## src/lr_pkg.sv

```systemverilog
// Shared control and status types for the line rasterizer.
`timescale 1ns / 1ps

package lr_pkg;

    typedef struct packed {
        logic load;
        logic advance;
    } lr_ctrl_t;

    typedef struct packed {
        logic load_empty;
        logic empty;
        logic last;
    } lr_status_t;

endpackage

```

## src/lr_bres_core.sv

```systemverilog
// Bresenham stepping core: endpoint ordering and one shared error adder.
`timescale 1ns / 1ps

module lr_bres_core #(
    parameter int COORD_BITS = 6
) (
    input  logic                  aclk,
    input  logic                  aresetn,
    input  lr_pkg::lr_ctrl_t      ctrl,
    input  logic [COORD_BITS-1:0] start_x,
    input  logic [COORD_BITS-1:0] start_y,
    input  logic [COORD_BITS-1:0] end_x,
    input  logic [COORD_BITS-1:0] end_y,
    output logic [COORD_BITS-1:0] pixel_x,
    output logic [COORD_BITS-1:0] pixel_y,
    output lr_pkg::lr_status_t    status
);

    localparam int DW = COORD_BITS + 3;

    logic                  x_swap;
    logic                  y_swap;
    logic [COORD_BITS-1:0] adx;
    logic [COORD_BITS-1:0] ady;
    logic                  col_major;
    logic                  ord_swap;
    logic [COORD_BITS-1:0] ax;
    logic [COORD_BITS-1:0] ay;
    logic [COORD_BITS-1:0] bx;
    logic [COORD_BITS-1:0] by;
    logic [COORD_BITS-1:0] maj_init;
    logic [COORD_BITS-1:0] min_init;
    logic [COORD_BITS-1:0] min_end;
    logic [COORD_BITS-1:0] dmaj;
    logic [COORD_BITS-1:0] dmin;
    logic signed [DW-1:0]  dmaj_ext;
    logic signed [DW-1:0]  dmin_ext;
    logic signed [DW-1:0]  d_init;
    logic signed [DW-1:0]  hi_init;
    logic signed [DW-1:0]  lo_init;

    logic                  col_major_reg;
    logic                  dir_reg;
    logic [COORD_BITS-1:0] maj_reg;
    logic [COORD_BITS-1:0] min_reg;
    logic [COORD_BITS-1:0] cnt_reg;
    logic signed [DW-1:0]  d_reg;
    logic signed [DW-1:0]  d_hi_reg;
    logic signed [DW-1:0]  d_lo_reg;

    logic                  d_pos;
    logic signed [DW-1:0]  d_next;
    logic [COORD_BITS-1:0] min_step;
    logic [COORD_BITS-1:0] min_next;

    always_comb begin
        x_swap    = start_x > end_x;
        y_swap    = start_y > end_y;
        adx       = x_swap ? start_x - end_x : end_x - start_x;
        ady       = y_swap ? start_y - end_y : end_y - start_y;
        col_major = ady < adx;
        ord_swap  = col_major ? x_swap : y_swap;
        ax        = ord_swap ? end_x : start_x;
        ay        = ord_swap ? end_y : start_y;
        bx        = ord_swap ? start_x : end_x;
        by        = ord_swap ? start_y : end_y;
        maj_init  = col_major ? ax : ay;
        min_init  = col_major ? ay : ax;
        min_end   = col_major ? by : bx;
        dmaj      = col_major ? adx : ady;
        dmin      = col_major ? ady : adx;
        dmaj_ext  = $signed({3'b000, dmaj});
        dmin_ext  = $signed({3'b000, dmin});
        d_init    = (dmin_ext <<< 1) - dmaj_ext;
        hi_init   = (dmin_ext - dmaj_ext) <<< 1;
        lo_init   = dmin_ext <<< 1;
    end

    always_comb begin
        d_pos    = d_reg > $signed({DW{1'b0}});
        d_next   = d_reg + (d_pos ? d_hi_reg : d_lo_reg);
        min_step = dir_reg ? min_reg - COORD_BITS'(1) : min_reg + COORD_BITS'(1);
        min_next = d_pos ? min_step : min_reg;
    end

    always_ff @(posedge aclk) begin
        if (!aresetn) begin
            cnt_reg <= '0;
        end else if (ctrl.load) begin
            col_major_reg <= col_major;
            dir_reg       <= min_end < min_init;
            maj_reg       <= maj_init;
            min_reg       <= min_init;
            cnt_reg       <= dmaj;
            d_reg         <= d_init;
            d_hi_reg      <= hi_init;
            d_lo_reg      <= lo_init;
        end else if (ctrl.advance) begin
            maj_reg <= maj_reg + COORD_BITS'(1);
            min_reg <= min_next;
            cnt_reg <= cnt_reg - COORD_BITS'(1);
            d_reg   <= d_next;
        end
    end

    assign pixel_x           = col_major_reg ? maj_reg : min_reg;
    assign pixel_y           = col_major_reg ? min_reg : maj_reg;
    assign status.load_empty = dmaj == '0;
    assign status.empty      = cnt_reg == '0;
    assign status.last       = cnt_reg == COORD_BITS'(1);

endmodule

```

## src/line_rasterizer_top.sv

```systemverilog
// Line rasterizer top level: input capture, sequencer and pixel output register.
// The first pixel is registered in the run state, after setup loads the core.
// Throughput: one pixel per cycle from the shared error adder unless the output
// stalls on m_ready; ready is low while a line runs.
// Reset: synchronous active-low aresetn clears the sequencer, the pixel count and
// the output valid; no memory, no clearing pass.
`timescale 1ns / 1ps

module line_rasterizer_top #(
    parameter int COORD_BITS = 6,
    parameter int COLOR_BITS = 16
) (
    input  logic                  aclk,
    input  logic                  aresetn,
    input  logic                  s_valid,
    output logic                  s_ready,
    input  logic [COORD_BITS-1:0] s_start_x,
    input  logic [COORD_BITS-1:0] s_start_y,
    input  logic [COORD_BITS-1:0] s_end_x,
    input  logic [COORD_BITS-1:0] s_end_y,
    input  logic [COLOR_BITS-1:0] s_line_color,
    output logic                  m_valid,
    input  logic                  m_ready,
    output logic [COORD_BITS-1:0] m_pixel_x,
    output logic [COORD_BITS-1:0] m_pixel_y,
    output logic [COLOR_BITS-1:0] m_pixel_color,
    output logic                  m_last_pixel
);

    typedef enum logic [1:0] {
        ST_IDLE,
        ST_SETUP,
        ST_RUN
    } state_t;

    state_t                state_reg;
    logic [COORD_BITS-1:0] x0_reg;
    logic [COORD_BITS-1:0] y0_reg;
    logic [COORD_BITS-1:0] x1_reg;
    logic [COORD_BITS-1:0] y1_reg;
    logic [COLOR_BITS-1:0] color_reg;
    logic                  m_valid_reg;
    logic [COORD_BITS-1:0] m_x_reg;
    logic [COORD_BITS-1:0] m_y_reg;
    logic [COLOR_BITS-1:0] m_color_reg;
    logic                  m_last_reg;

    logic                  out_free;
    lr_pkg::lr_ctrl_t      ctrl;
    lr_pkg::lr_status_t    status;
    logic [COORD_BITS-1:0] core_x;
    logic [COORD_BITS-1:0] core_y;

    assign s_ready      = state_reg == ST_IDLE;
    assign out_free     = !m_valid_reg || m_ready;
    assign ctrl.load    = state_reg == ST_SETUP;
    assign ctrl.advance = (state_reg == ST_RUN) && out_free;

    lr_bres_core #(
        .COORD_BITS(COORD_BITS)
    ) u_core (
        .aclk   (aclk),
        .aresetn(aresetn),
        .ctrl   (ctrl),
        .start_x(x0_reg),
        .start_y(y0_reg),
        .end_x  (x1_reg),
        .end_y  (y1_reg),
        .pixel_x(core_x),
        .pixel_y(core_y),
        .status (status)
    );

    always_ff @(posedge aclk) begin
        if (!aresetn) begin
            state_reg   <= ST_IDLE;
            m_valid_reg <= 1'b0;
        end else begin
            if (m_valid_reg && m_ready && !ctrl.advance) begin
                m_valid_reg <= 1'b0;
            end
            case (state_reg)
                ST_IDLE: begin
                    if (s_valid) begin
                        x0_reg    <= s_start_x;
                        y0_reg    <= s_start_y;
                        x1_reg    <= s_end_x;
                        y1_reg    <= s_end_y;
                        color_reg <= s_line_color;
                        state_reg <= ST_SETUP;
                    end
                end
                ST_SETUP: begin
                    state_reg <= status.load_empty ? ST_IDLE : ST_RUN;
                end
                ST_RUN: begin
                    if (out_free) begin
                        m_valid_reg <= 1'b1;
                        m_x_reg     <= core_x;
                        m_y_reg     <= core_y;
                        m_color_reg <= color_reg;
                        m_last_reg  <= status.last;
                        if (status.last) begin
                            state_reg <= ST_IDLE;
                        end
                    end
                end
                default: begin
                    state_reg <= ST_IDLE;
                end
            endcase
        end
    end

    assign m_valid       = m_valid_reg;
    assign m_pixel_x     = m_x_reg;
    assign m_pixel_y     = m_y_reg;
    assign m_pixel_color = m_color_reg;
    assign m_last_pixel  = m_last_reg;

    a_accept_setup: assert property (@(posedge aclk) disable iff (!aresetn)
        (s_valid && s_ready) |=> (state_reg == ST_SETUP))
        else $error("accepted line did not enter setup");

    a_run_nonempty: assert property (@(posedge aclk) disable iff (!aresetn)
        (state_reg == ST_RUN) |-> !status.empty)
        else $error("running with no pixels left");

    a_last_ends_run: assert property (@(posedge aclk) disable iff (!aresetn)
        (ctrl.advance && status.last) |=> (state_reg == ST_IDLE) && m_valid_reg && m_last_reg)
        else $error("final pixel did not end the line");

    a_setup_empty: assert property (@(posedge aclk) disable iff (!aresetn)
        (ctrl.load && status.load_empty) |=> (state_reg == ST_IDLE) && status.empty)
        else $error("empty line did not return to idle");

endmodule
```

## config.mk

```make
export PLATFORM = sky130hd
export DESIGN_NAME = line_rasterizer_top
export DESIGN_NICKNAME = d
export VERILOG_FILES = /design/src/lr_pkg.sv /design/src/lr_bres_core.sv /design/src/line_rasterizer_top.sv
export SDC_FILE = /design/constraint.sdc
export NUM_CORES = 1
export LEC_CHECK = 0
export ABC_CLOCK_PERIOD_IN_PS = 17050
export BUFFER_PORTS_ARGS = -buffer_cell sky130_fd_sc_hd__buf_2
export CORE_ASPECT_RATIO = 1.1
export CORE_MARGIN = 10
export CORE_UTILIZATION = 44
export CTS_CLUSTER_DIAMETER = 150
export CTS_CLUSTER_SIZE = 20
export DETAILED_ROUTE_END_ITERATION = 8
export PLACE_DENSITY = 0.73
export SLEW_MARGIN = 20
export SYNTH_ARGS = -nofsm -noshare
export SYNTH_HDL_FRONTEND = slang
export SYNTH_SLANG_ARGS = --single-unit
```

## constraint.sdc

```tcl
create_clock -name aclk -period 17.05 [get_ports aclk]
set_clock_uncertainty 0.1 [all_clocks]
set_input_delay 0.8525 -clock aclk [delete_from_list [all_inputs] [get_ports aclk]]
set_output_delay 0.8525 -clock aclk [all_outputs]
set_load 0.03 [all_outputs]
```

==> impl_metrics.toml <==
[routing]
drt_iter0_markers = 329
wl_per_cell_um = 17.7
postRouteWirelength_mm = 17.3
route.vias.total = 5489
antenna_violating_nets_post_route = 0
firstDrtPassIters = 5
drcViolationCount = 0
viasPerCell = 5.60

[clocking]
insertion_delay_ns = 0.42
cts_tree = "built"
cts.clk_slew.worst_paths_ns = 0.06
clock_sink_count = 114
post_cts_hold_buffer_count = 0
post_cts_setup_bufs = 0
cts_repair_resize_count = 0
root_buffer = "clkbuf_16"
htree_num_levels = 4
tritoncts.num_buffers = 17
cts.path.max_buffers = 2

[synthesis]
synthesis.nets = 792
netlist.top_cell.by_area = "edfxtp_1"
yosys.area_share.simple_pct = 13.5
synth_compound_gate_area_share_pct = 17.3
synth_edf_count = 105
post_synthesis_mux_area_share_pct = 5.33
synthesized_area_fraction_occupied_by_xor_and_xnor_cells_pct = 2.78
synth_area_per_cell_um2 = 10.5
netlist.area_leader.share_pct = 43.5
synth.yosys.seq_area_share_pct = 45.9
synth.ff_latch_count = 114
synth_top_family_by_area = "compound AO/OA/AOI/OAI gates"
synth_adder_area_share_pct = 10.8
async_flop_share_pct = 0
top_cells_by_area_in_the_synthesized_netlist = "edfxtp_1 43%, ha_1 9.1%, a21oi_1 3.4%, nand2_1 3.2%, inv_1 2.8%"
post_synth_cell_types = 75
synth_cells = 689
synth.cell_area_mm2 = 0.00726
synth_warnings = 0
synth_ff_type = "edfxtp_1"

[finish]
fraction_of_final_layout_cells_sized_beyond_drive_strength_1_pct = 19.1
multiInputGateArea_mm2 = 0.00362
layout_cell_area_excl_fill_mm2 = 0.00841
nFillCells = 1414
synthToLayoutAreaGrowth_pct = 15.9
finish.net_count = 866
diodes = 0
sequential_cell_area_mm2 = 0.00333

[timing]
finalWorstPathRequiredPeriod_ns = 7.06
final_max_slew_viol_count = 0
finalCritPeriodShare_pct = 41.4
final-hold-violation-count = 0
timing_worst_slew_pin_value_ns = 0.941
fmaxAchievable_mhz = 142
maxSlewHeadroom_pct = 37.2
grt_setup_unrepaired = "false"
timing.final.setup_violations = 0
tns_ns = 0

[setup_path]
critPathMaxFanout = 46
critical-path-slowest-cell = "nor2_1"
worstPathArrival_ns = 7.11
worst_ep_required_time_ns = 17.10
worst_setup_path_end_kind = "register"
start_kind = "register"
max_stage_delay_ns = 0.63
crit_type = "register to register"

[pwr]
comb_power_share_pct = 40.1
irDropWorstVdd_mv = 0.0710
share_seq_of_total_power_pct = 30.0
power.density_mw_per_mm2 = 142
power.net_switching_w = 0.000445
clock_power_share_pct = 30.0
swShare_pct = 37.3
power_report.internal_total_w = 0.000748
leakage_nw = 3.50

[placement]
routabilityCongestion = 0.996
numPortBuffers = 74
dp_hpwl_mm = 12.9
place_area_mm2 = 0.00780

[worst_hold_path]
hp-class = "register to register"

[grt]
antenna_violations_before_repair = 0
grt_pass1_vias = 5303
grt_overflow_total = 0
grt_first_pass_wirelength_mm = 27.4
grt_start_max_net_pins = 47
grt_use_total_pct = 15.6

[run]
drv_cap = 0

[die]
std_cell_rows = 49
floorplan.core_area_mm2 = 0.0162
start_util_pct = 44.7
fp.dieArea_mm2 = 0.0220
ioPinCount = 75
die_y_um = 155
fp.dieW_um = 142

[status]
result_of_the_run = "finished clean"
-- per-stage QoR --
stage / power, W / setup slack, ns / instances / utilization, % / hold slack [ns]
global route: 0.00127 / 9.53 / 980 / 51.8 / 0.321
global placement: 0.000822 / 10.27 / 948 / 48.0 / 0.300
CTS: 0.00119 / 10.08 / 980 / 51.7 / 0.318
finish: 0.00119 / 9.99 / 980 / 51.8 / 0.317
floorplan: 0.000722 / 11.35 / 689 / - / 0.300
detailed placement: 0.000828 / 10.10 / 948 / 48.0 / 0.306
-- power groups by stage --
stage	sequential, W	combinational (W)	clock, W
after floorplan	0.000363	0.000359	0
after global routing	0.000359	0.000531	0.000375
after CTS	0.000357	0.000471	0.000361
after global placement	0.000362	0.000460	0
after detailed placement	0.000363	0.000465	0
final	0.000357	0.000478	0.000357
-- cells in the mapped netlist (3+ instances only) --
cell type,n
a211oi_1,13
a21boi_0,4
a21o_1,18
a21oi_1,50
a221oi_1,4
a22oi_1,3
a31oi_1,9
and2_1,7
and3_1,7
buf_1,4
buf_2,6
clkbuf_1,9
dfxtp_1,9
edfxtp_1,105
fa_1,6
ha_1,53
inv_1,54
mux2_2,18
mux2i_1,17
nand2_1,62
nand2b_1,14
nand3_1,15
nand3b_1,3
nor2_1,44
nor2b_1,8
nor3_1,8
nor4_1,8
o211ai_1,4
o21a_1,7
o21ai_0,31
o21bai_1,4
o22ai_1,4
o31a_1,3
o41ai_1,3
or2_2,6
xnor2_1,18
xor2_1,5
-- cells by family after synthesis --
family | count (synthesis)
simple gates | 197
compound gates | 183
flops | 114
buf+inv | 77
fa+ha+maj | 59
mux | 36
xor+xnor | 23
-- layer usage --
layer / vias to the layer above / wire length, µm / GRT usage, %
met5: - / 0 / 0
met1: 2581 / 7550 / 19.5
met2: 183 / 8440 / 25.7
met3: 28 / 953 / 3.25
li1: 2697 / - / -
met4: 0 / 399 / 5.79
-- critical path: cells and delay by family, from the launching register on --
family | cells | cell delay, ns
simple gates | 6 | 1.57
xor+xnor | 1 | 0.09
compound gates | 9 | 1.58
mux | 1 | 0.49
buf+inv | 4 | 1.12
flops | 1 | 0.44
fa+ha+maj | 4 | 1.40
-- layout make-up --
class,count,area share [%]
Multi-Input combinational cell,498,43.1
Sequential cell,114,39.6
Clock buffer,17,5.06
Timing Repair Buffer,78,4.76
Tap cell,204,3.04
Inverter,54,2.41
Clock inverter,15,2.04
-- worst paths after layout --
| path | slack (ns) | depth (start not counted) | endpoint | startpoint |
|---|---|---|---|---|
| worst max-delay path | 9.99 | 25 | u_core.d_reg[6] | y0_reg[0] |
| worst min-delay path | 0.32 | 0 | m_pixel_color[15] | color_reg[15] |
| worst max register to register | 9.99 | 25 | u_core.d_reg[6] | y0_reg[0] |
| worst min register to register | 0.32 | 0 | m_pixel_color[15] | color_reg[15] |
-- cells in the final DEF, fill, tap and decap left out, types with 4 or more instances in the layout --
cell type,n
o21a_1,7
inv_1,54
a211oi_1,13
fa_1,6
nor4_1,8
nor2b_1,8
a221oi_1,4
nand2b_1,14
dfxtp_1,9
a21o_1,18
mux2i_1,17
buf_4,4
o21ai_0,31
and2_1,7
nor2_1,44
or2_2,6
clkinv_4,5
nor3_1,8
mux2_2,18
edfxtp_1,105
xnor2_1,18
a21oi_1,50
a21boi_0,4
nand3_1,15
o22ai_1,4
inv_6,6
and3_1,6
o211ai_1,4
ha_1,53
buf_2,74
nand2_1,62
a31oi_1,9
xor2_1,5
o21bai_1,4
clkbuf_16,17
Power figures use the tool's default switching activity.
